`src/hdl/hqt_pkg.sv`:
```
// Shared types and constants for the hierarchical quota tracker.
// No dependencies; every other file depends on this package.
`default_nettype none

package hqt_pkg;

  // Default build values
  localparam int NodesDef   = 4;
  localparam int AmountWDef = 32;

  // Fixed field widths
  localparam int MaxNodes = 4;
  localparam int NodeW    = 2;
  localparam int AmtInW   = 32;
  localparam int LimitW   = 32;
  localparam int PmapW    = 16;
  localparam int CfgIdxW  = 3;
  localparam int CfgDataW = 32;

  // Configuration register indexes
  localparam logic [CfgIdxW-1:0] CFG_PARENT_MAP = 3'd0;
  localparam logic [CfgIdxW-1:0] CFG_LIMIT0     = 3'd1;
  localparam logic [CfgIdxW-1:0] CFG_LIMIT1     = 3'd2;
  localparam logic [CfgIdxW-1:0] CFG_LIMIT2     = 3'd3;
  localparam logic [CfgIdxW-1:0] CFG_LIMIT3     = 3'd4;

  // Request opcodes
  localparam logic OP_ACQUIRE = 1'b0;
  localparam logic OP_RELEASE = 1'b1;

  typedef logic [MaxNodes-1:0][LimitW-1:0] limit_vec_t;

  typedef enum logic [1:0] {
    ST_IDLE,
    ST_READ,
    ST_EVAL,
    ST_DONE
  } walk_state_e;

  typedef enum logic {
    PASS_CHECK,
    PASS_COMMIT
  } walk_pass_e;

  // Control of the node memory
  typedef struct packed {
    logic             re;
    logic [NodeW-1:0] raddr;
    logic             we;
    logic [NodeW-1:0] waddr;
  } mem_ctrl_t;

endpackage

`default_nettype wire

```
`src/hdl/hqt_req_if.sv`:
```
// Request channel of the quota tracker: valid/ready plus op, node, amount.
// Depends on hqt_pkg for field widths.
`default_nettype none

interface hqt_req_if;
  logic                        valid;
  logic                        ready;
  logic                        op;
  logic [hqt_pkg::NodeW-1:0]   node;
  logic [hqt_pkg::AmtInW-1:0]  amount;

  modport source(output valid, output op, output node, output amount, input ready);
  modport sink(input valid, input op, input node, input amount, output ready);
endinterface

`default_nettype wire

```
`src/hdl/hqt_rsp_if.sv`:
```
// Result channel of the quota tracker: valid/ready plus grant, underflow, use, peak.
// Depends on hqt_pkg for field widths.
`default_nettype none

interface hqt_rsp_if;
  logic                        valid;
  logic                        ready;
  logic                        granted;
  logic                        underflow;
  logic [hqt_pkg::LimitW-1:0]  use_after;
  logic [hqt_pkg::LimitW-1:0]  peak_after;

  modport source(output valid, output granted, output underflow, output use_after,
                 output peak_after, input ready);
  modport sink(input valid, input granted, input underflow, input use_after,
               input peak_after, output ready);
endinterface

`default_nettype wire

```
`src/hdl/hqt_mem.sv`:
```
// Node memory: {peak, use} per node, one read and one write port, registered read.
// Depends on hqt_pkg; entries never written read as zero via per-entry valid bits.
`default_nettype none

module hqt_mem #(
  parameter int NODES        = hqt_pkg::NodesDef,
  parameter int AMOUNT_WIDTH = hqt_pkg::AmountWDef
) (
  input  wire logic                      clk_i,
  input  wire logic                      rst_ni,
  input  wire hqt_pkg::mem_ctrl_t        ctrl_i,
  input  wire logic [2*AMOUNT_WIDTH-1:0] wdata_i,
  output logic      [2*AMOUNT_WIDTH-1:0] rdata_o
);
  import hqt_pkg::*;

  localparam int IdxW = (NODES > 1) ? $clog2(NODES) : 1;

  logic [2*AMOUNT_WIDTH-1:0] mem [NODES];
  logic [NODES-1:0]          valid_q;
  logic [2*AMOUNT_WIDTH-1:0] rdata_q;
  logic [IdxW-1:0]           raddr;
  logic [IdxW-1:0]           waddr;

  assign raddr = ctrl_i.raddr[IdxW-1:0];
  assign waddr = ctrl_i.waddr[IdxW-1:0];

  always_ff @(posedge clk_i or negedge rst_ni) begin
    if (!rst_ni) begin
      valid_q <= '0;
    end else if (ctrl_i.we) begin
      valid_q[waddr] <= 1'b1;
    end
  end

  always_ff @(posedge clk_i) begin
    if (ctrl_i.we) begin
      mem[waddr] <= wdata_i;
    end
    if (ctrl_i.re) begin
      rdata_q <= valid_q[raddr] ? mem[raddr] : '0;
    end
  end

  assign rdata_o = rdata_q;

endmodule

`default_nettype wire

```
`src/hdl/hqt_walk.sv`:
```
// Chain-walk sequencer: check pass, commit pass, result register.
// Depends on hqt_pkg; drives the node memory in hqt_mem.
`default_nettype none

module hqt_walk #(
  parameter int NODES        = hqt_pkg::NodesDef,
  parameter int AMOUNT_WIDTH = hqt_pkg::AmountWDef
) (
  input  wire logic                          clk_i,
  input  wire logic                          rst_ni,
  // request side
  input  wire logic                          req_valid_i,
  output logic                               req_ready_o,
  input  wire logic                          req_op_i,
  input  wire logic [hqt_pkg::NodeW-1:0]     req_node_i,
  input  wire logic [hqt_pkg::AmtInW-1:0]    req_amount_i,
  // result side
  output logic                               rsp_valid_o,
  input  wire logic                          rsp_ready_i,
  output logic                               rsp_granted_o,
  output logic                               rsp_underflow_o,
  output logic      [hqt_pkg::LimitW-1:0]    rsp_use_o,
  output logic      [hqt_pkg::LimitW-1:0]    rsp_peak_o,
  // configuration
  input  wire logic [hqt_pkg::PmapW-1:0]     parent_map_i,
  input  wire hqt_pkg::limit_vec_t           limit_i,
  // node memory
  output hqt_pkg::mem_ctrl_t                 mem_ctrl_o,
  output logic      [2*AMOUNT_WIDTH-1:0]     mem_wdata_o,
  input  wire logic [2*AMOUNT_WIDTH-1:0]     mem_rdata_i
);
  import hqt_pkg::*;

  localparam int AW   = AMOUNT_WIDTH;
  localparam int CmpW = (AW > LimitW) ? AW : LimitW;
  localparam logic [2:0] NodesC = 3'(NODES);

  walk_state_e         state_q, state_d;
  walk_pass_e          pass_q, pass_d;
  logic                op_q, op_d;
  logic [NodeW-1:0]    node_q, node_d;
  logic [AW-1:0]       amt_q, amt_d;
  logic [NodeW-1:0]    ptr_q, ptr_d;
  logic [MaxNodes-1:0] seen_q, seen_d;
  logic [2:0]          cnt_q, cnt_d;
  logic                under_q, under_d;
  logic                gnt_q, gnt_d;
  logic [AW-1:0]       res_use_q, res_use_d;
  logic [AW-1:0]       res_peak_q, res_peak_d;

  logic                rsp_valid_q, rsp_valid_d;
  logic                rsp_granted_q;
  logic                rsp_under_q;
  logic [LimitW-1:0]   rsp_use_q;
  logic [LimitW-1:0]   rsp_peak_q;
  logic                out_load;

  // datapath of one chain step
  logic [AW-1:0]       cur_use, cur_peak;
  logic [AW:0]         sum_w;
  logic                chk_ok;
  logic                short_rel;
  logic [AW-1:0]       new_use, new_peak;
  logic [3:0]          nib;
  logic [NodeW-1:0]    par;
  logic [MaxNodes-1:0] seen_nx;
  logic [2:0]          cnt_nx;
  logic                cont;

  assign cur_use  = mem_rdata_i[AW-1:0];
  assign cur_peak = mem_rdata_i[2*AW-1:AW];
  assign sum_w    = {1'b0, cur_use} + {1'b0, amt_q};
  assign chk_ok   = !sum_w[AW] && !(CmpW'(sum_w[AW-1:0]) > CmpW'(limit_i[ptr_q]));
  assign short_rel = amt_q > cur_use;

  always_comb begin
    if (op_q == OP_ACQUIRE) begin
      new_use  = sum_w[AW-1:0];
      new_peak = (sum_w[AW-1:0] > cur_peak) ? sum_w[AW-1:0] : cur_peak;
    end else begin
      new_use  = short_rel ? '0 : cur_use - amt_q;
      new_peak = cur_peak;
    end
  end

  // next chain node: stop at no parent, out of range, revisit or step limit
  assign nib     = parent_map_i[{ptr_q, 2'b00} +: 4];
  assign par     = nib[1:0];
  assign seen_nx = seen_q | (MaxNodes'(1) << ptr_q);
  assign cnt_nx  = cnt_q + 3'd1;
  assign cont    = nib[3] && ({1'b0, par} < NodesC) && !seen_nx[par] && (cnt_nx < NodesC);

  assign mem_wdata_o = {new_peak, new_use};

  always_comb begin
    state_d    = state_q;
    pass_d     = pass_q;
    op_d       = op_q;
    node_d     = node_q;
    amt_d      = amt_q;
    ptr_d      = ptr_q;
    seen_d     = seen_q;
    cnt_d      = cnt_q;
    under_d    = under_q;
    gnt_d      = gnt_q;
    res_use_d  = res_use_q;
    res_peak_d = res_peak_q;
    req_ready_o = 1'b0;
    out_load    = 1'b0;
    mem_ctrl_o  = '0;

    unique case (state_q)
      ST_IDLE: begin
        req_ready_o = 1'b1;
        if (req_valid_i) begin
          op_d     = req_op_i;
          node_d   = req_node_i;
          amt_d    = AW'(req_amount_i);
          ptr_d    = req_node_i;
          seen_d   = '0;
          cnt_d    = '0;
          under_d  = 1'b0;
          gnt_d    = 1'b0;
          pass_d   = (req_op_i == OP_ACQUIRE) ? PASS_CHECK : PASS_COMMIT;
          if ({1'b0, req_node_i} < NodesC) begin
            state_d = ST_READ;
          end else begin
            // ignored request: all-zero result
            res_use_d  = '0;
            res_peak_d = '0;
            state_d    = ST_DONE;
          end
        end
      end
      ST_READ: begin
        mem_ctrl_o.re    = 1'b1;
        mem_ctrl_o.raddr = ptr_q;
        state_d          = ST_EVAL;
      end
      ST_EVAL: begin
        seen_d = seen_nx;
        cnt_d  = cnt_nx;
        if (pass_q == PASS_CHECK) begin
          if (cnt_q == '0) begin
            res_use_d  = cur_use;
            res_peak_d = cur_peak;
          end
          priority if (!chk_ok) begin
            gnt_d   = 1'b0;
            state_d = ST_DONE;
          end else if (cont) begin
            ptr_d   = par;
            state_d = ST_READ;
          end else begin
            // all checks passed: restart the walk to commit
            pass_d  = PASS_COMMIT;
            ptr_d   = node_q;
            seen_d  = '0;
            cnt_d   = '0;
            state_d = ST_READ;
          end
        end else begin
          mem_ctrl_o.we    = 1'b1;
          mem_ctrl_o.waddr = ptr_q;
          if (cnt_q == '0) begin
            res_use_d  = new_use;
            res_peak_d = new_peak;
          end
          if (op_q == OP_RELEASE && short_rel) begin
            under_d = 1'b1;
          end
          if (cont) begin
            ptr_d   = par;
            state_d = ST_READ;
          end else begin
            gnt_d   = 1'b1;
            state_d = ST_DONE;
          end
        end
      end
      ST_DONE: begin
        if (!rsp_valid_q || rsp_ready_i) begin
          out_load = 1'b1;
          state_d  = ST_IDLE;
        end
      end
      default: state_d = ST_IDLE;
    endcase
  end

  assign rsp_valid_d = out_load | (rsp_valid_q & !rsp_ready_i);

  always_ff @(posedge clk_i or negedge rst_ni) begin
    if (!rst_ni) begin
      state_q     <= ST_IDLE;
      pass_q      <= PASS_CHECK;
      ptr_q       <= '0;
      seen_q      <= '0;
      cnt_q       <= '0;
      rsp_valid_q <= 1'b0;
    end else begin
      state_q     <= state_d;
      pass_q      <= pass_d;
      ptr_q       <= ptr_d;
      seen_q      <= seen_d;
      cnt_q       <= cnt_d;
      rsp_valid_q <= rsp_valid_d;
    end
  end

  always_ff @(posedge clk_i) begin
    op_q       <= op_d;
    node_q     <= node_d;
    amt_q      <= amt_d;
    under_q    <= under_d;
    gnt_q      <= gnt_d;
    res_use_q  <= res_use_d;
    res_peak_q <= res_peak_d;
    if (out_load) begin
      rsp_granted_q <= gnt_q;
      rsp_under_q   <= under_q;
      rsp_use_q     <= LimitW'(res_use_q);
      rsp_peak_q    <= LimitW'(res_peak_q);
    end
  end

  assign rsp_valid_o     = rsp_valid_q;
  assign rsp_granted_o   = rsp_granted_q;
  assign rsp_underflow_o = rsp_under_q;
  assign rsp_use_o       = rsp_use_q;
  assign rsp_peak_o      = rsp_peak_q;

endmodule

`default_nettype wire

```
`src/hdl/hierarchical_quota_tracker_core.sv`:
```
// Top level of the hierarchical quota tracker: configuration registers,
// chain-walk sequencer (hqt_walk) and node memory (hqt_mem). Depends on hqt_pkg.
`default_nettype none

// Keeps a use and a peak counter for up to NODES quota nodes arranged in a
// tree by parent_map. An acquire request walks from the named node to the
// root twice: a check pass that verifies no node overflows AMOUNT_WIDTH bits
// or exceeds its limit, then, only if every node passed, a commit pass that
// adds the amount and raises each peak. A release request makes the commit
// pass alone, subtracting with clamp at zero and flagging underflow. The
// walk stops at a node without a valid parent, at a node already visited,
// or after NODES nodes. Each chain node passes through a READ and an EVAL
// state per pass because the single node memory has a registered read;
// the commit pass writes the node back in EVAL. A request naming a node
// outside the tree returns all zeros. One request is in flight at a time;
// the next request is taken while the previous result still waits in the
// output register. Counters start at zero after reset with no clearing pass.
// Write configuration only while no request is in flight; indexes beyond
// the last limit register are ignored.
module hierarchical_quota_tracker_core #(
  parameter int NODES        = hqt_pkg::NodesDef,
  parameter int AMOUNT_WIDTH = hqt_pkg::AmountWDef
) (
  input  wire logic                          clk_i,
  input  wire logic                          rst_ni,
  hqt_req_if.sink                            req,
  hqt_rsp_if.source                          rsp,
  input  wire logic                          cfg_we_i,
  input  wire logic [hqt_pkg::CfgIdxW-1:0]   cfg_idx_i,
  input  wire logic [hqt_pkg::CfgDataW-1:0]  cfg_data_i
);
  import hqt_pkg::*;

  logic [PmapW-1:0]          parent_map_q;
  limit_vec_t                limit_q;
  mem_ctrl_t                 mem_ctrl;
  logic [2*AMOUNT_WIDTH-1:0] mem_wdata;
  logic [2*AMOUNT_WIDTH-1:0] mem_rdata;

  // Configuration registers: parent map resets to "no parents", limits to all ones.
  always_ff @(posedge clk_i or negedge rst_ni) begin
    if (!rst_ni) begin
      parent_map_q <= '0;
      limit_q      <= '1;
    end else if (cfg_we_i) begin
      unique case (cfg_idx_i)
        CFG_PARENT_MAP: parent_map_q <= cfg_data_i[PmapW-1:0];
        CFG_LIMIT0:     limit_q[0]   <= cfg_data_i[LimitW-1:0];
        CFG_LIMIT1:     limit_q[1]   <= cfg_data_i[LimitW-1:0];
        CFG_LIMIT2:     limit_q[2]   <= cfg_data_i[LimitW-1:0];
        CFG_LIMIT3:     limit_q[3]   <= cfg_data_i[LimitW-1:0];
        default: ;  // drop writes to unknown indexes
      endcase
    end
  end

  // Sequencer: owns the request handshake, both passes and the result register.
  hqt_walk #(
    .NODES       (NODES),
    .AMOUNT_WIDTH(AMOUNT_WIDTH)
  ) u_walk (
    .clk_i          (clk_i),
    .rst_ni         (rst_ni),
    .req_valid_i    (req.valid),
    .req_ready_o    (req.ready),
    .req_op_i       (req.op),
    .req_node_i     (req.node),
    .req_amount_i   (req.amount),
    .rsp_valid_o    (rsp.valid),
    .rsp_ready_i    (rsp.ready),
    .rsp_granted_o  (rsp.granted),
    .rsp_underflow_o(rsp.underflow),
    .rsp_use_o      (rsp.use_after),
    .rsp_peak_o     (rsp.peak_after),
    .parent_map_i   (parent_map_q),
    .limit_i        (limit_q),
    .mem_ctrl_o     (mem_ctrl),
    .mem_wdata_o    (mem_wdata),
    .mem_rdata_i    (mem_rdata)
  );

  // Node memory: holds {peak, use} of every node.
  hqt_mem #(
    .NODES       (NODES),
    .AMOUNT_WIDTH(AMOUNT_WIDTH)
  ) u_mem (
    .clk_i  (clk_i),
    .rst_ni (rst_ni),
    .ctrl_i (mem_ctrl),
    .wdata_i(mem_wdata),
    .rdata_o(mem_rdata)
  );

`ifndef SYNTHESIS
  // A read-modify-write step never reads and writes the memory in one cycle.
  a_no_rw_overlap: assert property (@(posedge clk_i) disable iff (!rst_ni)
    mem_ctrl.we |-> !mem_ctrl.re)
    else $error("node memory read and written in the same cycle");

  // The cycle after a request is taken never writes the memory.
  a_no_write_after_accept: assert property (@(posedge clk_i) disable iff (!rst_ni)
    (req.valid && req.ready) |=> !mem_ctrl.we)
    else $error("memory written right after request acceptance");

  // A refused request never reports underflow.
  a_refused_no_underflow: assert property (@(posedge clk_i) disable iff (!rst_ni)
    (rsp.valid && !rsp.granted) |-> !rsp.underflow)
    else $error("underflow flagged on a refused request");

  // Every memory write carries a walk address that lies in the tree.
  a_write_in_range: assert property (@(posedge clk_i) disable iff (!rst_ni)
    mem_ctrl.we |-> ({1'b0, mem_ctrl.waddr} < 3'(NODES)))
    else $error("memory write outside the node range");
`endif

endmodule

`default_nettype wire

```
`src/flat_wrapper.sv`:
```
// flat-port wrapper written by rule: the top's interface ports become plain ports
module hierarchical_quota_tracker_core_flat import hqt_pkg::*;
#(
  parameter int NODES        = hqt_pkg::NodesDef,
  parameter int AMOUNT_WIDTH = hqt_pkg::AmountWDef
)
  (clk_i, rst_ni, cfg_we_i, cfg_idx_i, cfg_data_i, req_valid, req_op, req_node, req_amount, req_ready, rsp_valid, rsp_granted, rsp_underflow, rsp_use_after, rsp_peak_after, rsp_ready);
  hqt_req_if req_i ();
  hqt_rsp_if rsp_i ();
  input  wire logic clk_i;
  input  wire logic rst_ni;
  input  wire logic cfg_we_i;
  input  wire logic [hqt_pkg::CfgIdxW-1:0] cfg_idx_i;
  input  wire logic [hqt_pkg::CfgDataW-1:0] cfg_data_i;
  input wire logic [$bits(req_i.valid)-1:0] req_valid;
  input wire logic [$bits(req_i.op)-1:0] req_op;
  input wire logic [$bits(req_i.node)-1:0] req_node;
  input wire logic [$bits(req_i.amount)-1:0] req_amount;
  output wire logic [$bits(req_i.ready)-1:0] req_ready;
  output wire logic [$bits(rsp_i.valid)-1:0] rsp_valid;
  output wire logic [$bits(rsp_i.granted)-1:0] rsp_granted;
  output wire logic [$bits(rsp_i.underflow)-1:0] rsp_underflow;
  output wire logic [$bits(rsp_i.use_after)-1:0] rsp_use_after;
  output wire logic [$bits(rsp_i.peak_after)-1:0] rsp_peak_after;
  input wire logic [$bits(rsp_i.ready)-1:0] rsp_ready;
  assign req_i.valid = req_valid;
  assign req_i.op = req_op;
  assign req_i.node = req_node;
  assign req_i.amount = req_amount;
  assign req_ready = req_i.ready;
  assign rsp_valid = rsp_i.valid;
  assign rsp_granted = rsp_i.granted;
  assign rsp_underflow = rsp_i.underflow;
  assign rsp_use_after = rsp_i.use_after;
  assign rsp_peak_after = rsp_i.peak_after;
  assign rsp_i.ready = rsp_ready;
  hierarchical_quota_tracker_core #(.NODES(NODES), .AMOUNT_WIDTH(AMOUNT_WIDTH)) u_core (.clk_i(clk_i), .rst_ni(rst_ni), .req(req_i), .rsp(rsp_i), .cfg_we_i(cfg_we_i), .cfg_idx_i(cfg_idx_i), .cfg_data_i(cfg_data_i));
endmodule
```
`config.mk`:
```
export PLATFORM = sky130hd
export DESIGN_NAME = hierarchical_quota_tracker_core_flat
export DESIGN_NICKNAME = d
export VERILOG_FILES = /design/src/hdl/hqt_pkg.sv /design/src/hdl/hqt_req_if.sv /design/src/hdl/hqt_rsp_if.sv /design/src/hdl/hqt_mem.sv /design/src/hdl/hqt_walk.sv /design/src/hdl/hierarchical_quota_tracker_core.sv /design/src/flat_wrapper.sv
export SDC_FILE = /design/constraint.sdc
export NUM_CORES = 1
export LEC_CHECK = 0
export BUFFER_PORTS_ARGS = -buffer_cell sky130_fd_sc_hd__buf_2
export CORE_MARGIN = 8
export CORE_UTILIZATION = 40
export CTS_CLUSTER_DIAMETER = 60
export CTS_CLUSTER_SIZE = 30
export DETAILED_ROUTE_END_ITERATION = 10
export PLACE_DENSITY_LB_ADDON = 0.25
export SLEW_MARGIN = 30
export SYNTH_ARGS = -nofsm -noshare
export SYNTH_HDL_FRONTEND = slang
export SYNTH_SLANG_ARGS = --single-unit
```
`constraint.sdc`:
```
create_clock -name clk_i -period 7.4 [get_ports clk_i]
set_input_delay 1.48 -clock clk_i [delete_from_list [all_inputs] [get_ports clk_i]]
set_output_delay 1.48 -clock clk_i [all_outputs]
set_load 0.05 [all_outputs]
```
Yosys cells after proc, flatten, opt, wreduce, memory -nomap -nowiden
Memories as Yosys holds them, arrays and structs flattened. A register that Yosys moved wholly into a read port is not among the register bits.
Index checks and enable logic that the tools add are counted.
- RAM bits: 256
- flip-flop bits (word level): 328
- memories: 1
- word-level logic and storage cells: 147
- memories (memory ; depth ; bits a word ; read ports ; clocked after Yosys merged registers in ; write ports ; line ; RTL):
    u_core.u_mem.mem ; 4 ; 64 ; 1 ; 1 ; 1 ; hqt_mem.sv:19 ; logic [2*AMOUNT_WIDTH-1:0] mem [NODES];
- bitwise gates (word level): 4
- reduce and logical (&&, ||, !) cells: 28
- $add $sub $neg: 3
- mux-type cells: 62
- magnitude comparators: 9
- equal/unequal tests: 15
- shift-type cells: 2
- operators with widths (operator ; number):
    $mux W32 ; 11
    $gt A32 B32 Y1 ; 3
    $bmux W32 S2 ; 1
    $add A32 B32 Y33 ; 1
    $sub A32 B32 Y32 ; 1
    $mux W3 ; 7
    $mux W2 ; 10
    $mux W1 ; 19
    $reduce_and A2 Y1 ; 9
    $mux W4 ; 4
    $shiftx A16 B5 Y4 ; 1
    $lt A2 B3 Y1 const B ; 4
    $ne A3 B3 Y1 const B ; 4
    $reduce_and A4 Y1 ; 3
    $ne A2 B2 Y1 const B ; 4
    $or A4 B4 Y4 ; 2
    $pmux W2 S4 ; 1
    $pmux W4 S2 ; 1
    $eq A3 B2 Y1 const B ; 2
    $logic_not A1 Y1 ; 6
    $logic_not A3 Y1 ; 2
    $pmux W1 S2 ; 3
    $pmux W3 S2 ; 1
    $logic_and A1 B1 Y1 ; 5
    other kinds (16) ; 18

Depth between registers and ports, before layout
Gate-level depths: netlist (run 1).
- depth after elaboration: 11
- depth in mapped cells: 22
- mapped depth without buffers: 22

Cells and area by module
Synthesis (run 1) repeated with hierarchy kept, for this count alone.
- cells, all modules: 2206
- area, all modules: 31530.2 sq um
- modules (own cells, without submodules) (module ; cells an instance ; area an instance (sq um) ; times used ; seq. area each (sq um)):
    hqt_walk ; 1415 ; 14171.1 ; 1 ; 5340.1
    hqt_mem ; 482 ; 11780.0 ; 1 ; 9709.3
    hierarchical_quota_tracker_core ; 309 ; 5579.1 ; 1 ; 3763.6

Worst setup path before layout (run 1)
No wires, ideal clock.
- path type: reg-to-reg
- start point: reg u_core.u_walk.ptr_q[0]
- end point: reg u_core.u_mem.valid_q[1]
- stages on the path, launching flop included: 8
- path buffers: 4
- slack: 0.896 ns
- arrival time: 6.412 ns
- data required time: 7.308 ns
- cells stage by stage: dfrtp_1 -> buf_2 -> buf_2 -> buf_1 -> clkbuf_1 -> inv_1 -> nor3_1 -> or2_2
- longest elaborated chain between the ends: 7
- elaborated cells between the ends (all ways): 8
- those cells by class: 2 x order compare; 4 x mux; 1 x bitwise; 1 x reduce/logical
- RTL lines (what ; line ; RTL):
    start: declaration ; hqt_walk.sv:43 ; logic [NodeW-1:0] ptr_q, ptr_d;
    start signal: assignment ; hqt_walk.sv:204 ; ptr_q <= ptr_d;
    $mux W3 * ; hqt_walk.sv:143 ; if (pass_q == PASS_CHECK) begin
    $mux W3 * ; hqt_walk.sv:112 ; unique case (state_q)
    $lt A2 B3 Y1 (implied by the code) or $ge A2 B1 Y1 (tied branches) ; hqt_mem.sv:32 ; valid_q[waddr] <= 1'b1;
    $logic_and A1 B1 Y1 (implied by the code) ; hqt_mem.sv:32 ;
    $mux W1 (implied by the code) ; hqt_mem.sv:32 ;
    $demux W1 S2 * ; hqt_mem.sv:32 ;
    $or A4 B4 Y4 (no source line) * ; -- ;
    end signal: assignment ; hqt_mem.sv:30 ; valid_q <= '0;
    end signal: indexed assignment ; hqt_mem.sv:32 ;
    end: declaration ; hqt_mem.sv:20 ; logic [NODES-1:0] valid_q;
Every way passes the cells marked *; elsewhere a longest branch is shown, timed or not.
A chain may end at the register's enable or synchronous reset.

Worst setup path in the final report (run 1)
- start point: reg u_core.u_walk.amt_q[0]
- end point: reg u_core.u_walk.res_peak_q[27], data pin
- longest elaborated chain between the ends: 6
- RTL lines (what ; line ; RTL):
    start: declaration ; hqt_walk.sv:42 ; logic [AW-1:0] amt_q, amt_d;
    start signal: assignment ; hqt_walk.sv:214 ; amt_q <= amt_d;
    $add A32 B32 Y33 * ; hqt_walk.sv:72 ; assign sum_w = {1'b0, cur_use} + {1'b0, amt_q};
    $gt A32 B32 Y1 ; hqt_walk.sv:79 ; new_peak = (sum_w[AW-1:0] > cur_peak) ? sum_w[AW-1:0] : cur_peak;
    $mux W32 * ; hqt_walk.sv:79 ;
    $mux W32 * ; hqt_walk.sv:77 ; if (op_q == OP_ACQUIRE) begin
    $mux W32 * ; hqt_walk.sv:165 ; if (cnt_q == '0) begin
    $mux W32 * ; hqt_walk.sv:143 ;
    end signal: assignment ; hqt_walk.sv:218 ; res_peak_q <= res_peak_d;
    end: declaration ; hqt_walk.sv:49 ; logic [AW-1:0] res_peak_q, res_peak_d;
Every way passes the cells marked *; elsewhere a longest branch is shown, timed or not. The select of a mux whose other input is x is not followed.

==> run metrics, run 1 <==
outcome finished, final reports clean; Synth Cell Area 31210 um^2; post-CTS setup buffers 0; leading area contributor after synthesis edfxtp_1; EDFF count, synth 487; P_leak 0.01301 uW; die area 87210 um^2; number of library cell types mapped by synthesis 95; Worst EP arrival 6.25 ns; CTS max path bufs 3; Skew-Pair Late Insertion Delay 0.63 ns; area share of the largest cell type after synthesis 46.86%; CP Class reg -> reg; initial antenna violation count 12; first-pass GRT wire length 132400 um; final hold viol count 0; Worst path most repeated cell ha_1; Clock Pin Slew Worst Setup and Hold Paths 0.08 ns; Synth async-reset ratio 24.38%; dpl cells 3481; synth top area cells edfxtp_1 47%, dfstp_2 11%, mux2_2 6.6%; gr usage total 20.07%; CTS tree yes; final wirelength 89190 um; H-tree levels 2; Final Max Slew Viols 0; area grow syn2layout 12.98%; yosys warns 0; CP max stage delay 0.58 ns; Final TNS setup 0 ns; post-detail-place hpwl 61740 um; RSZ-0062 raised after global routing no; number of max-cap violations 0; hold bufs inserted after CTS 0; DR iter-0 viols 1711; clk sinks 644; CP endpoint kind flip-flop; slew of the pin with the lowest slew margin 1.014 ns; drt pass-1 iters 5; Worst Clk Skew 0.02699 ns; GRT overflow 0; share of cells above drive strength 1 27.40%; register area share after synthesis 59.96%; fin nets 2705; root buffer cell clkbuf_16; DR vias/cell 5.687; post-route ant nets 0; hold path depth 0; Hold Path Class reg -> reg; Vias 20400; die height 295.3 um; Core Area 77340 um^2; Num CTS Buffers 55; Critical Path Start Type flip-flop; setup ws final 1.522 ns; I/O pin count 143; Seq cells post-synth 644; Max Freq 170.1 MHz; Max-slew headroom 32.19%; final period utilization 79.43%; Crit Path Max Fanout 19; Crit-path slowest cell xnor2_1; post-route insts no fill 3587; cell row count 102; # DRC 0; post-cts resize count 0; Pwr Density 488.3 nW/um^2; Routed wire per std cell 24.86 um; number of global-route vias before repair 20480; Buffers on Ports 142; Period minus WS final 5.878 ns; dpl ws 1.593 ns; syn nets 2588; pin count of the biggest net entering global routing 109; Die Width 295.3 um; synthesized instance count 2381; R2R depth 20; Max VDD drop 0.2515 mV; cell breakdown of the critical path ha_1 > inv_1 > fa_1 > o21ba_4 > o21bai_4 > a31oi_4 > a32oi_4 > a2bb2oi_4 > o211ai_1 > o311ai_0 > xnor2_1 > ha_1 > nand4_1 > nor4_1 > and3_1 > a21oi_1 > a21boi_4 > nand2_1 > buf_12 > mux2_2; global placement routability congestion 0.9156; Final setup viols 0; Initial Utilization 40.35%; syn avg cell area 13.11 um^2; Main synth FF type edfxtp_1; Req. time, crit path 7.78 ns
[state kept, by name (all words and copies together) (netlist names), 3 cells and up]
register	flops
u_core.u_walk.rsp_use_o	32
u_core.u_walk.res_peak_q	32
u_core.u_mem.mem	256
u_core.u_walk.res_use_q	32
u_core.u_mem.rdata_o	64
u_core.limit_q	128
u_core.u_walk.amt_q	32
u_core.parent_map_q	12
u_core.u_walk.cnt_q	3
u_core.u_walk.seen_q	4
u_core.u_walk.rsp_peak_o	32
u_core.u_mem.valid_q	4
[layout make-up]
cell class,instances,area (um^2)
Inverter,155,581.8
Tap cell,1040,1301
Antenna cell,3,7.507
Timing Repair Buffer,198,1222
Sequential cell,644,18720
Multi-Input combinational cell,1444,11430
Clock buffer,59,1444
Clock inverter,44,548.0
Fill cell,6924,42080
[through the flow]
| step | utilization, % | power, uW | hold slack (ns) | area (um^2) |
|---|---|---|---|---|
| 3_5_place_dp | 42.99 | 14110 | 0.4054 | 33250 |
| 4_1_cts | 45.57 | 17290 | 0.4181 | 35240 |
| 3_3_place_gp | 42.88 | 13950 | 0.4039 | 33170 |
| 6_report | 45.59 | 17220 | 0.4153 | 35260 |
| 5_1_grt | 45.58 | 18200 | 0.4196 | 35250 |
| 2_1_floorplan | - | 11310 | 0.4003 | 31210 |
[cells in the final DEF (no fill, tap or decap), drive strengths merged, types with 14 or more instances in the layout]
cell type	count
a211oi	72
a21o	30
a21oi	122
a311oi	74
a31oi	16
buf	198
clkbuf	59
clkinv	17
dfrtp	29
dfstp	128
edfxtp	487
ha	130
inv	176
mux2	185
mux2i	14
mux4	35
nand2	154
nand3	86
nor2	78
nor2b	79
nor3	23
o21ai	83
o21bai	14
o31ai	24
xnor2	38
[cell families (layout without fill, tap and decap cells)]
| logic type | count (synthesis) | count (layout) | synth area share [%] |
|---|---|---|---|
| flops | 644 | 644 | 59.96 |
| compound gates | 537 | 537 | 12.26 |
| simple gates | 498 | 498 | 7.822 |
| buf+inv | 293 | 456 | 3.749 |
| mux | 234 | 234 | 9.662 |
| fa+ha+maj | 132 | 132 | 5.340 |
| xor+xnor | 43 | 43 | 1.207 |
| other cells | 0 | 3 | 0 |
[cell usage after synthesis, types with 35 or more instances]
library cell / instances
o21ai_0: 79
dfstp_2: 128
xnor2_1: 38
inv_1: 151
mux2_2: 184
a311oi_1: 73
edfxtp_1: 487
nand2_1: 154
ha_1: 130
nor2b_1: 79
a21oi_1: 120
nand3_1: 86
nor2_1: 78
mux4_2: 35
clkbuf_1: 88
a211oi_1: 71
[final timing paths]
path / start / end / slack [ns]
worst min-delay path: u_core.u_walk.res_use_q[6] / u_core.u_walk.rsp_use_o[6] / 0.42
worst max register to register: u_core.u_walk.amt_q[0] / u_core.u_walk.res_peak_q[27] / 1.52
max in group asynchronous: rst_ni / u_core.u_walk.ptr_q[0] / 5.08
worst max-delay path: u_core.u_walk.amt_q[0] / u_core.u_walk.res_peak_q[27] / 1.52
min in group asynchronous: rst_ni / u_core.u_mem.valid_q[2] / 0.94
worst min register to register: u_core.u_walk.res_use_q[6] / u_core.u_walk.rsp_use_o[6] / 0.42
[metal layers]
metal	wire (um)	track usage, %	share of wire, %
met1	38470	26.94	43
met2	42780	33.88	48
met3	5455	3.093	6.1
met4	2436	5.372	2.7
met5	49	0	0.055
[critical path, delay by kind of cell, from the launching register on]
kind	cells	cell delay (ns)
AO/OA/AOI/OAI	9	1.76
XOR/XNOR	1	0.58
adder cells (fa/ha/maj)	3	0.92
buffers and inverters	2	0.34
flip-flops	1	0.39
multiplexers	1	0.36
AND/OR/NAND/NOR	4	1.27
[power by group]
part | internal, uW | switching (uW)
Clock | 1620 | 1510
Sequential | 5740 | 490
Combinational | 2650 | 5200
Note: power is estimated with default switching activity, not from simulation.
==> inputs of run 2 (changes only) <==
==> constraint.sdc (replaced) <==
create_clock -name clk_i -period 5.6 [get_ports clk_i]
set_input_delay 1.12 -clock clk_i [delete_from_list [all_inputs] [get_ports clk_i]]
set_output_delay 1.12 -clock clk_i [all_outputs]
set_load 0.05 [all_outputs]
==> run metrics, run 2 (synthesized netlist as in run 1, its figures left out) <==
hold bufs inserted after CTS 0; Pwr Total 23160 uW; fin nets 2734; final hold viol count 0; Largest register FFs 256; global placement routability congestion 0.9210; outcome finished, final reports clean; CP Class reg -> reg; Core Area 77340 um^2; cell breakdown of the critical path ha_1 > inv_1 > fa_1 > o21ba_4 > o21bai_4 > a31oi_4 > a32oi_4 > a211oi_2 > o21ai_0 > a21oi_1 > xnor2_1 > inv_1 > ha_1 > nand4_1 > nor4_1 > and3_1 > a21oi_1 > a21boi_4 > buf_4 > o21ai_0; Final setup viols 0; first-pass GRT wire length 132800 um; DR iter-0 viols 1726; R2R Path Start u_core.u_walk.amt_q[0]; # fillers 7019; post-detail-place hpwl 61680 um; CTS tree yes; Num CTS Buffers 53; cell row count 102; Routed wire per std cell 24.99 um; root buffer cell clkbuf_16; DR vias/cell 5.704; WHS 0.4216 ns; Global Route met3 Usage 4.384%; dpl cells 3512; CP endpoint kind flip-flop; die area 87210 um^2; Final Max Slew Viols 0; initial antenna violation count 7; Crit-path slowest cell o21ai_0; post-route insts no fill 3616; Worst Clk Skew 0.02145 ns; Max-slew headroom 31.87%; Crit Path Max Fanout 27; RSZ-0062 raised after global routing yes; Vias 20630; number of global-route vias before repair 20630; I/O pin count 143; CTS max path bufs 3; CP max stage delay 0.51 ns; CP bufs+invs 3; area grow syn2layout 13.84%; hold path depth 0; R2R depth 20; final period utilization 94.36%; pin count of the biggest net entering global routing 95; Critical Path Start Type flip-flop; commonest non-fill, non-tap cell in the layout edfxtp_1; post-route ant nets 0; gr usage total 20.22%; Req. time, crit path 5.95 ns; CP top delay family compound AO/OA/AOI/OAI gates; Hold Path Class reg -> reg; Max Freq 189.3 MHz; H-tree levels 2; Initial Utilization 40.35%; Period minus WS final 5.284 ns; die height 295.3 um; P_leak 0.01315 uW; Max VDD drop 0.3009 mV; # DRC 0; Buffers on Ports 142; met1 usage 27.05%; slew of the pin with the lowest slew margin 1.022 ns; CP Depth 20; Worst EP arrival 5.64 ns; Final TNS setup 0 ns; clk sinks 644; Die Width 295.3 um; most frequent cells in the layout 487 x edfxtp_1, 184 x mux2_2, 152 x nand2_1; Pwr Density 652.0 nW/um^2; GRT overflow 0; share of cells above drive strength 1 28.35%; Clock Pin Slew Worst Setup and Hold Paths 0.08 ns; CP Launch Point u_core.u_walk.amt_q[0]; final wirelength 90360 um; Top reg by flops u_core.u_mem.mem; drt pass-1 iters 5; number of max-cap violations 0; most used routing layer met2; met2 Use GR 32.72%; Skew-Pair Late Insertion Delay 0.64 ns; hold_sp u_core.u_walk.res_use_q[24]
## run 2: cell count changes in the layout (fill, tap and decap cells not counted), moves of 3 or more
cell,before,now
clkbuf_16,57,53
inv_12,2,9
nor3_4,0,3
buf_4,49,79
nor3_2,5,2
inv_8,10,7
inv_6,8,5
## run 2: final cells by class
type                    instances  area (um^2)  area share [%]
repair buffers                229         1448           4.075
well taps                    1040         1301           3.663
flip-flops and latches        644        18720           52.69
clock inverters                46        669.4           1.884
inverters                     155        584.3           1.645
multi-input cells            1444        11470           32.28
clock buffers                  53         1326           3.733
diodes                          5        12.51         0.03522
## run 2: metal layers
layer | wire [um] | share of wire, %
met3 | 6646 | 7.4
met1 | 38750 | 43
met2 | 42030 | 47
met5 | 20 | 0.022
met4 | 2915 | 3.2
## run 2: worst paths after layout
kind                                               end  slack [ns]
max                            u_core.u_mem.mem[2][60]        0.32
min                        u_core.u_walk.rsp_use_o[24]        0.42
max reg2reg                    u_core.u_mem.mem[2][60]        0.32
min reg2reg                u_core.u_walk.rsp_use_o[24]        0.42
max in group asynchronous       u_core.parent_map_q[9]        3.71
min in group asynchronous       u_core.u_walk.ptr_q[0]        0.62
## run 2: where the power goes
group / switching [uW] / total [uW] / internal [uW] / leakage (uW)
registers: 661 / 8240 / 7570 / 0.00617
logic: 7010 / 10700 / 3740 / 0.00602
clock network: 2080 / 4180 / 2100 / 0.000964
## run 2: stage by stage
step	area [um^2]	util (%)	setup WS [ns]
global route	35520	45.92	-0.01288
global placement	33470	43.28	0.4333
floorplan	31230	-	0.6030
finish	35530	45.94	0.3161
CTS	35490	45.89	0.2475
detailed placement	33490	43.31	0.2981
## run 2: timing repair
| item | 4_1_cts | 5_1_grt |
|---|---|---|
| gates resized for setup | 0 | 4 |
| endpoints found under the setup margin | 0 | 22 |
| buffers inserted | 0 | 0 |
==> inputs of run 3 (changes only) <==
--- a/config.mk
+++ b/config.mk
@@ -11,6 +11,7 @@
 export CTS_CLUSTER_DIAMETER = 60
 export CTS_CLUSTER_SIZE = 30
 export DETAILED_ROUTE_END_ITERATION = 10
+export GPL_TIMING_DRIVEN = 0
 export PLACE_DENSITY_LB_ADDON = 0.25
 export SLEW_MARGIN = 30
 export SYNTH_ARGS = -nofsm -noshare
==> constraint.sdc (replaced) <==
create_clock -name clk_i -period 5.6 [get_ports clk_i]
set_input_delay 0.56 -clock clk_i [delete_from_list [all_inputs] [get_ports clk_i]]
set_output_delay 0.56 -clock clk_i [all_outputs]
set_load 0.05 [all_outputs]
==> run metrics, run 3 (synthesized netlist as in run 1, its figures left out) <==
# fillers 6924; Buffers on Ports 142; die area 87210 um^2; I/O pin count 143; area grow syn2layout 17.63%; Final setup viols 0; Worst Clk Skew 0.03241 ns; Worst EP arrival 5.87 ns; Max Freq 182.5 MHz; clk sinks 644; Clock Pin Slew Worst Setup and Hold Paths 0.07 ns; share of cells above drive strength 1 30.01%; gr usage total 21.30%; final hold viol count 0; Req. time, crit path 5.99 ns; CP endpoint kind flip-flop; die height 295.3 um; Final TNS setup 0 ns; commonest non-fill, non-tap cell in the layout edfxtp_1; post-detail-place hpwl 69300 um; Core Area 77340 um^2; RSZ-0062 raised after global routing yes; Critical Path Start Type flip-flop; Pwr Density 663.8 nW/um^2; Hold Path Class in -> reg; fin nets 2848; Num CTS Buffers 54; multi-input logic area 11870 um^2; cell breakdown of the critical path buf_6 > ha_2 > inv_1 > fa_2 > o21ba_4 > o21bai_4 > a31oi_4 > a32oi_4 > buf_6 > a2bb2oi_4 > o211ai_1 > o311ai_2 > xnor2_2 > buf_6 > ha_1 > nand4_1 > nor4_4 > and3_4 > o31ai_1 > a21boi_2 > nand2_4 > buf_8 > mux2i_2; global placement routability congestion 0.9581; Worst path most repeated cell buf_6; first-pass GRT wire length 140300 um; DR vias/cell 5.765; Routed wire per std cell 25.53 um; utilization after layout 47.47%; DR iter-0 viols 2071; Largest register FFs 256; R2R setup slack 0.12 ns; number of max-cap violations 0; Final Max Slew Viols 0; root buffer cell clkbuf_16; outcome finished, final reports clean; sequential cell area 18710 um^2; Crit Path Max Fanout 10; # DRC 0; initial antenna violation count 4; Skew-Pair Late Insertion Delay 0.65 ns; Initial Utilization 40.35%; Period minus WS final 5.478 ns; most frequent cells in the layout 487 x edfxtp_1, 181 x mux2_2, 166 x buf_2; final period utilization 97.82%; Vias 21490; Die Width 295.3 um; CTS tree yes; Max-slew headroom 26.48%; P_leak 0.01365 uW; Top reg by flops u_core.u_mem.mem; drt pass-1 iters 8; H-tree levels 2; pin count of the biggest net entering global routing 90; number of global-route vias before repair 21620; CP Class reg -> reg; CTS max path bufs 3; GRT overflow 0; CP max stage delay 0.41 ns; Max VDD drop 0.3575 mV; post-route ant nets 0; cell row count 102; Crit-path slowest cell fa_2; slew of the pin with the lowest slew margin 1.095 ns; final wirelength 95130 um
## run 3: per-layer routing
metal	vias up	track usage, %	part of all wire, %
met2	930	35.25	48
met3	167	3.145	7.6
li1	9545	-	-
met4	2	6.956	3.2
met1	10840	28.77	42
met5	-	0	0.011
## run 3: power breakdown
| part | total (uW) | leakage (uW) | internal, uW | switching (uW) |
|---|---|---|---|---|
| combinational | 12000 | 0.00648 | 4110 | 7860 |
| clock | 4290 | 0.000999 | 2120 | 2170 |
| sequential | 8100 | 0.00617 | 7550 | 546 |
## run 3: repair_timing
action | 4_1_cts | 5_1_grt
resized for setup | 52 | 75
hold buffers | 0 | 0
pin swaps | 9 | 15
endpoints found under the setup margin | 172 | 170
endpoints found under the hold margin | 0 | 0
buffers inserted | 13 | 13
## run 3: worst paths after layout
kind                                              startpoint  cells past startpoint                           end
worst max-delay path                  u_core.u_walk.amt_q[0]                     23   u_core.u_walk.res_peak_q[0]
worst min-delay path                           req_amount[9]                      1        u_core.u_walk.amt_q[9]
worst max register to register        u_core.u_walk.amt_q[0]                     23   u_core.u_walk.res_peak_q[0]
worst min register to register  u_core.u_walk.res_peak_q[19]                      0  u_core.u_walk.rsp_peak_o[19]
max in group asynchronous                             rst_ni                      2            u_core.limit_q[76]
min in group asynchronous                             rst_ni                      1           u_core.limit_q[123]
## run 3: cell type report
| class | count | share of cell area, % |
|---|---|---|
| clock buffers | 55 | 3.691 |
| diodes | 1 | 0.006817 |
| multi-input cells | 1444 | 32.34 |
| inverters | 155 | 1.602 |
| clock inverters | 46 | 1.973 |
| well taps | 1040 | 3.545 |
| repair buffers | 205 | 4.093 |
| plain buffers | 137 | 1.776 |
| flip-flops and latches | 644 | 50.97 |
## run 3: metrics by stage
stage	hold slack (ns)	instance area, um^2	total power [uW]	setup slack (ns)	cells
2_1_floorplan	0.2644	31230	14920	0.6030	2381
3_3_place_gp	0.4025	33240	18650	-2.273	3563
3_5_place_dp	0.4045	34030	19230	-1.568	3600
4_1_cts	0.06114	36400	23950	0.01758	3714
5_1_grt	0.07081	36710	25560	-0.05411	3726
6_report	0.1045	36710	24370	0.1220	3727
## run 3: critical path: cells and delay by family, from the launching register on
kind                     cells  cell delay (ns)
XOR/XNOR                     1             0.19
multiplexers                 1             0.36
AO/OA/AOI/OAI                9             1.80
buffers and inverters        5             0.70
AND/OR/NAND/NOR              4             0.97
flip-flops                   1             0.34
adder cells (fa/ha/maj)      3             0.87
